--- src/rtl/core/mf3_pkg.sv ---
// ----------------------------------------------------------------------------
// mf3_pkg
// shared constants and types of the 3x3 median filter core
// ----------------------------------------------------------------------------
package mf3_pkg;

  // frame geometry
  localparam int unsigned MAX_WIDTH  = 1024;
  localparam int unsigned MAX_HEIGHT = 4096;
  localparam int unsigned MIN_SIZE   = 3;

  localparam int unsigned COL_W = $clog2(MAX_WIDTH);      // column counter / line store address
  localparam int unsigned CNT_W = $clog2(MAX_WIDTH + 1);  // holds the width itself
  localparam int unsigned ROW_W = 12;

  // field widths
  localparam int unsigned PIX_W      = 8;
  localparam int unsigned OUT_ROW_W  = 12;
  localparam int unsigned OUT_COL_W  = 10;
  localparam int unsigned FW_W       = 11;
  localparam int unsigned FH_W       = 13;
  localparam int unsigned CFG_IDX_W  = 1;
  localparam int unsigned CFG_DATA_W = 13;
  localparam int unsigned TDATA_IN_W  = 8;
  localparam int unsigned TDATA_OUT_W = 32;

  // register reset values
  localparam int unsigned FW_RESET = 640;
  localparam int unsigned FH_RESET = 480;

  // register indexes
  localparam logic [CFG_IDX_W-1:0] CFG_FRAME_WIDTH  = 1'd0;
  localparam logic [CFG_IDX_W-1:0] CFG_FRAME_HEIGHT = 1'd1;

  // result queue
  localparam int unsigned FIFO_DEPTH   = 8;
  localparam int unsigned FQ_PTR_W     = $clog2(FIFO_DEPTH);
  localparam int unsigned FQ_CNT_W     = $clog2(FIFO_DEPTH + 1);
  localparam int unsigned RES_PER_ITEM = 3;
  localparam int unsigned RES_IDX_W    = 2;

  typedef logic [PIX_W-1:0] pix_t;

  typedef struct packed {
    logic                 frame_done;
    logic                 is_median;
    logic [OUT_COL_W-1:0] out_col;
    logic [OUT_ROW_W-1:0] out_row;
    pix_t                 pixel_out;
  } result_t;

  // up to three results caused by one pixel, packed from slot 0
  typedef struct packed {
    logic [RES_IDX_W-1:0]         n;
    result_t [RES_PER_ITEM-1:0]   res;
  } bundle_t;

  // per-pixel control and data carried down the pipeline
  typedef struct packed {
    logic [ROW_W-1:0] row;
    logic [COL_W-1:0] col;
    logic             e0;    // window result for (row-1, col-1)
    logic             m0;    // that result is a median
    logic             e1;    // right border copy of the row above
    logic             e2;    // last row copy
    logic             done;  // last pixel of the frame
    pix_t             v0;    // border copy value for the window result
    pix_t             mid;   // pixel of the row above
    pix_t             px;    // incoming pixel
  } item_t;

endpackage

--- src/rtl/core/mf3_median.sv ---
// ----------------------------------------------------------------------------
// mf3_median
// nine-input median network, two register stages, result combinational
// behind the second stage
// ----------------------------------------------------------------------------
module mf3_median import mf3_pkg::*; (
  input  logic           clk_i,
  input  pix_t [8:0]     win_i,
  output pix_t           med_o
);

  function automatic pix_t min2(pix_t a, pix_t b);
    return (a < b) ? a : b;
  endfunction

  function automatic pix_t max2(pix_t a, pix_t b);
    return (a < b) ? b : a;
  endfunction

  function automatic pix_t med3(pix_t a, pix_t b, pix_t c);
    return max2(min2(a, b), min2(max2(a, b), c));
  endfunction

  pix_t [2:0] mn_q, md_q, mx_q;
  pix_t       lo_q, mid_q, hi_q;

  // sort each triplet
  always_ff @(posedge clk_i) begin
    for (int t = 0; t < 3; t++) begin
      mn_q[t] <= min2(min2(win_i[3*t], win_i[3*t+1]), win_i[3*t+2]);
      md_q[t] <= med3(win_i[3*t], win_i[3*t+1], win_i[3*t+2]);
      mx_q[t] <= max2(max2(win_i[3*t], win_i[3*t+1]), win_i[3*t+2]);
    end
  end

  // max of mins, median of mids, min of maxes
  always_ff @(posedge clk_i) begin
    lo_q  <= max2(max2(mn_q[0], mn_q[1]), mn_q[2]);
    mid_q <= med3(md_q[0], md_q[1], md_q[2]);
    hi_q  <= min2(min2(mx_q[0], mx_q[1]), mx_q[2]);
  end

  assign med_o = med3(lo_q, mid_q, hi_q);

endmodule

--- config.mk ---
export PLATFORM = sky130hd
export DESIGN_NAME = mf3_median
export DESIGN_NICKNAME = d
export VERILOG_FILES = /design/src/rtl/core/mf3_pkg.sv /design/src/rtl/core/mf3_median.sv
export SDC_FILE = /design/constraint.sdc
export NUM_CORES = 1
export LEC_CHECK = 0
export BUFFER_PORTS_ARGS = -buffer_cell sky130_fd_sc_hd__buf_2
export CORE_AREA = 2 2 155 232
export CTS_BUF_LIST = sky130_fd_sc_hd__clkbuf_16
export DETAILED_ROUTE_END_ITERATION = 8
export DIE_AREA = 0 0 157 234
export GPL_ROUTABILITY_DRIVEN = 1
export HOLD_SLACK_MARGIN = 0.06
export MAX_ROUTING_LAYER = met4
export PLACE_DENSITY = 0.53
export SYNTH_ARGS = -nofsm -noshare
export SYNTH_HDL_FRONTEND = slang
export SYNTH_SLANG_ARGS = --single-unit
--- constraint.sdc ---
create_clock -name clk_i -period 5.7 [get_ports clk_i]
set_input_delay 0.855 -clock clk_i [delete_from_list [all_inputs] [get_ports clk_i]]
set_output_delay 0.855 -clock clk_i [all_outputs]
set_load 0.1 [all_outputs]
# After elaboration in Yosys (flattened, before gate mapping)
# Index checks and enable logic that the tools add are counted.
word_totals:
  reg_bits: 96
classes:
  magnitude_cmp: 22
  muxes: 30
op_table:
  columns: ["cell", "n"]
  rows:
  - ["$mux W8", 30]
  - ["$lt A8 B8 Y1", 22]

# Longest topological paths before layout
logic_depth:
  word_depth: 6
  ltp_mapped: 26

# Least setup slack after synthesis
# Ideal clock, no wire load.
synth_path:
  path_type: "register -> output"
  startpoint: "register mid_q[5]"
  endpoint: "output med_o[1]"
  arrival_time_ns: 5.824
  setup_slack_ns: -0.979
  stages_incl_launch_ff: 21
  n_path_buf: 1
  cell_sequence: "dfxtp_1 -> inv_1 -> ha_1 -> a21o_1 -> a21o_1 -> a21oi_1 -> o31a_1 -> buf_2 -> mux2_2 -> ha_1 -> a21o_1 -> a21o_1 -> a21o_1 -> nor2_1 -> a21oi_4 -> mux2i_1 -> ha_1 -> nand4_1 -> or2_2 -> o21ai_2 -> mux2i_1"
synth_between:
  elab_chain_len: 6
  elab_cells_between_ends: 7
  classes_between: "3 x order compare; 4 x mux"
synth_rtl:
  columns: ["item", "line", "source"]
  rows:
  - ["start, declared", "mf3_median.sv:25", "pix_t lo_q, mid_q, hi_q;"]
  - ["start signal, assigned", "mf3_median.sv:39", "mid_q <= med3(md_q[0], md_q[1], md_q[2]);"]
  - ["$lt A8 B8 Y1", "mf3_median.sv:13, mf3_median.sv:17", null]
  - ["$mux W8", "mf3_median.sv:17", "return (a < b) ? b : a;"]
  - ["$lt A8 B8 Y1", "mf3_median.sv:13", "return (a < b) ? a : b;"]
  - ["$mux W8", "mf3_median.sv:13", null]
  - ["$lt A8 B8 Y1", "mf3_median.sv:17", null]
  - ["$mux W8 *", "mf3_median.sv:17", null]
  - ["end, declared", "mf3_median.sv:9", "output pix_t med_o"]
# Every way passes the cells marked *; elsewhere a longest branch is shown, timed or not.

# Worst setup path in the final report
layout_path:
  startpoint: "register mid_q[5]"
  endpoint: "output med_o[6]"
# Same word-level chain as after synthesis.

==> summary.txt <==
Yosys
  – Syn Nets: 1276
  – Post-synth EDFFs: 0
  – Most frequent cell after synthesis: ha_1
  – Ys Warns: 0
  – Area contributors post-synth: ha_1, dfxtp_1, mux2i_1
  – FFs w/ async S/R, synth: 0
  – Post-synthesis sequential area ratio: 0.2239
  – Syn Inst Count: 1049
  – Syn_area_per_cell: 8.182 µm²
  – Most instantiated cells after synthesis: ha_1, inv_1, dfxtp_1
  – Ys flop type: dfxtp_1
  – Post-synth top area cell: ha_1
  – Area share of the largest cell type after synthesis: 0.2245
  – Yosys reg bits: 96
  – Distinct cell type count after synthesis: 62
  – Syn Std Cell Area: 8583 µm²

Floorplanning
  – I/O pins: 81
  – DIE WIDTH: 157 µm
  – Site row count: 84
  – Chip Height: 234 µm
  – Core box area: 34790 µm²
  – Starting density of the core: 0.2467
  – Die ar.: 36740 µm²

Setup path
  – CP Class: reg -> out
  – R2R depth: 21
  – R2r startpoint: md_q[1]$_DFF_P_
  – Worst Path Max Fanout: 5
  – Worst R2R Setup Slack: around 0.45 ns
  – Worst r2r dst: mid_q[1]$_DFF_P_
  – Worst Path Required: 4.85 ns
  – Critical path origin: mid_q[5]$_DFF_P_
  – Arrival time at the worst endpoint: 4.93 ns
  – Critical Path Sink Type: output port
  – Setup crit start kind: register

Placement
  – Placed cell count: 1658
  – Gp weighted congestion: ~0.88
  – Post-DP HPWL: 20750 µm
  – I/O Buffers: 80
  – Placed Area: 10400 µm²

Clock tree
  – TritonCTS sink count: 96
  – Hold Buf Count CTS: 0
  – Clock Tree Buf Depth: 2
  – CTS tree: yes
  – Worst-skew pair later-pin latency: between 0.3 and 0.4 ns
  – Clk slew on worst S/H paths: 0.07 ns
  – TritonCTS Buffers: 9
  – H-Tree Level Count: 3
  – CTS Root Buffer Type: clkbuf_16

Routing
  – DR DRC count: 0
  – Final ANT Viol Nets: 0
  – WL final: 24020 µm
  – Initial DRC count: 313
  – TritonRoute pass-1 iters: 5
  – Via/cell ratio: 4.607
  – WL/cell: 14.22 µm
  – DR vias: just under 8k

Outcome
  – Outcome: finished with violations
  – Failing checks: negative setup slack

Cells and area
  – Post-route cell area: ~11000 µm²
  – Post-layout nets: 1438
  – Utilization after layout: 0.3174
  – Fillers: around 3.7k
  – Finished Layout Cells: 1689
  – Area Growth Syn to Fin: 28.66%
  – Share of cells above drive strength 1: 0.2418
  – Diodes inserted: 0

Timing
  – Worst setup margin: -0.08987 ns
  – FMAX: 172.7 MHz
  – Worst-margin pin slew: 0.8963 ns
  – Final setup vio count: 7
  – Fin crit share: 1.016
  – RSZ-0062 raised after global routing: yes
  – Fin. max-slew vios: 0
  – Worst Skew: 0.007643 ns
  – Slew headroom: 0.3998
  – Post-layout minimum cycle time: 5.790 ns
  – Fin. Hold Viols: 0

Hold path
  – Hold Path Depth: 2
  – WHS Endpoint: hi_q[6]$_DFF_P_
  – HP Class: reg -> reg
  – Hold Crit Start: mx_q[22]$_DFF_P_

GRT
  – Total GRT Usage: 0.1379
  – Largest net degree at the start of global routing: 33
  – Antenna violations before repair: 0
  – First-pass GRT wire length: between 30000 and 40000 µm
  – Overflow after GRT: 0
  – Vias in the first global route: 7902

Job
  – Max Cap Viol: 0
cell usage in the layout (no fill, tap or decap), drive strengths merged, types with 3 or more instances in the layout:
cell and instances:
a221oi 4, a31oi 4, ha 154, o31a 4, inv 139, nand2b 7, nand3 9, a211o 4
or2 4, nor2b 6, mux2 56, nand4 16, a21o 23, dfxtp 96, o2111ai 4, nor3 11
nand2 86, and3 4, clkinv 3, mux2i 63, o211ai 6, o21ai 107, buf 177, o21a 10
a21oi 76, clkbuf 9, nor2 83, a211oi 16, o31ai 4
stage by stage:
step / setup TNS (ns) / worst slack, ns / hold slack, ns
after global routing: -2.466 / -0.3255 / 0.5054
final: -0.5791 / -0.08987 / 0.4828
after floorplan: -1.010 / -0.1442 / 0.4401
after global placement: -1.337 / -0.1852 / 0.4799
after detailed placement: -3.166 / -0.1833 / 0.4679
after CTS: -0.4512 / -0.06798 / 0.4864
cells by family after synthesis:
group	after synthesis	share of synthesized area
buffers and inverters	161	0.07318
AO/OA/AOI/OAI	280	0.2071
multiplexers	119	0.1474
adder cells (fa/ha/maj)	154	0.2245
AND/OR/NAND/NOR	239	0.1239
flip-flops	96	0.2239
registers in the layout (all words and copies together) (netlist names):
name   cells
hi_q       8
lo_q       8
md_q      24
mid_q      8
mn_q      24
mx_q      24
routing by layer:
metal,vias up,part of all wire,GRT usage
met5,-,0,-
met4,0,0.025,0.04587
met3,32,0.016,0.008871
met2,96,0.56,0.2748
met1,3591,0.40,0.1403
li1,4063,-,-
layout make-up:
cell class              count  area (µm²)  share of cell area
clock inverters             7       81.33            0.007365
well taps                 473       591.8             0.05359
repair buffers            177        1330              0.1204
inverters                 135       506.7             0.04589
flip-flops and latches     96        1927              0.1745
multi-input cells         792        6381              0.5778
clock buffers               9       225.2             0.02039
worst max-delay path, cell delays in order, from the launching register on:
cell and delay [ns]:
dfxtp_2 0.33, inv_2 0.05, ha_4 0.21, a21o_1 0.15
a21o_1 0.18, a21oi_2 0.11, o31a_1 0.24, buf_6 0.15
mux2_4 0.32, ha_4 0.16, a21o_1 0.18, a21o_1 0.15
a21o_1 0.21, nor2_4 0.14, a21oi_4 0.08, buf_6 0.14
buf_4 0.13, mux2i_2 0.15, ha_1 0.29, nand4_1 0.13
or2_4 0.27, o21ai_4 0.24, buf_12 0.17, mux2i_4 0.24
buf_12 0.19
worst max-delay path by stage:
| stage | depth (start not counted) | slack, ns | to |
|---|---|---|---|
| final | 24 | -0.09 | med_o[6] |
| after global routing | 25 | -0.33 | med_o[4] |
| after CTS | 25 | -0.07 | med_o[6] |
| after detailed placement | 28 | -0.18 | md_q[13]$_DFF_P_ |
| after global placement | 25 | -0.19 | md_q[13]$_DFF_P_ |
| after floorplan | 20 | -0.14 | med_o[1] |
what timing repair did:
| item | in CTS | in global routing |
|---|---|---|
| pin swaps | 22 | 5 |
| resized for setup | 31 | 17 |
| endpoints found under the setup margin | 8 | 24 |
| gates cloned | 0 | 0 |
| endpoints found under the hold margin | 0 | 0 |
| setup buffers | 11 | 4 |
Power is not shown: default switching activity piles up to over one toggle a cycle in this logic, so the estimate is an artifact.
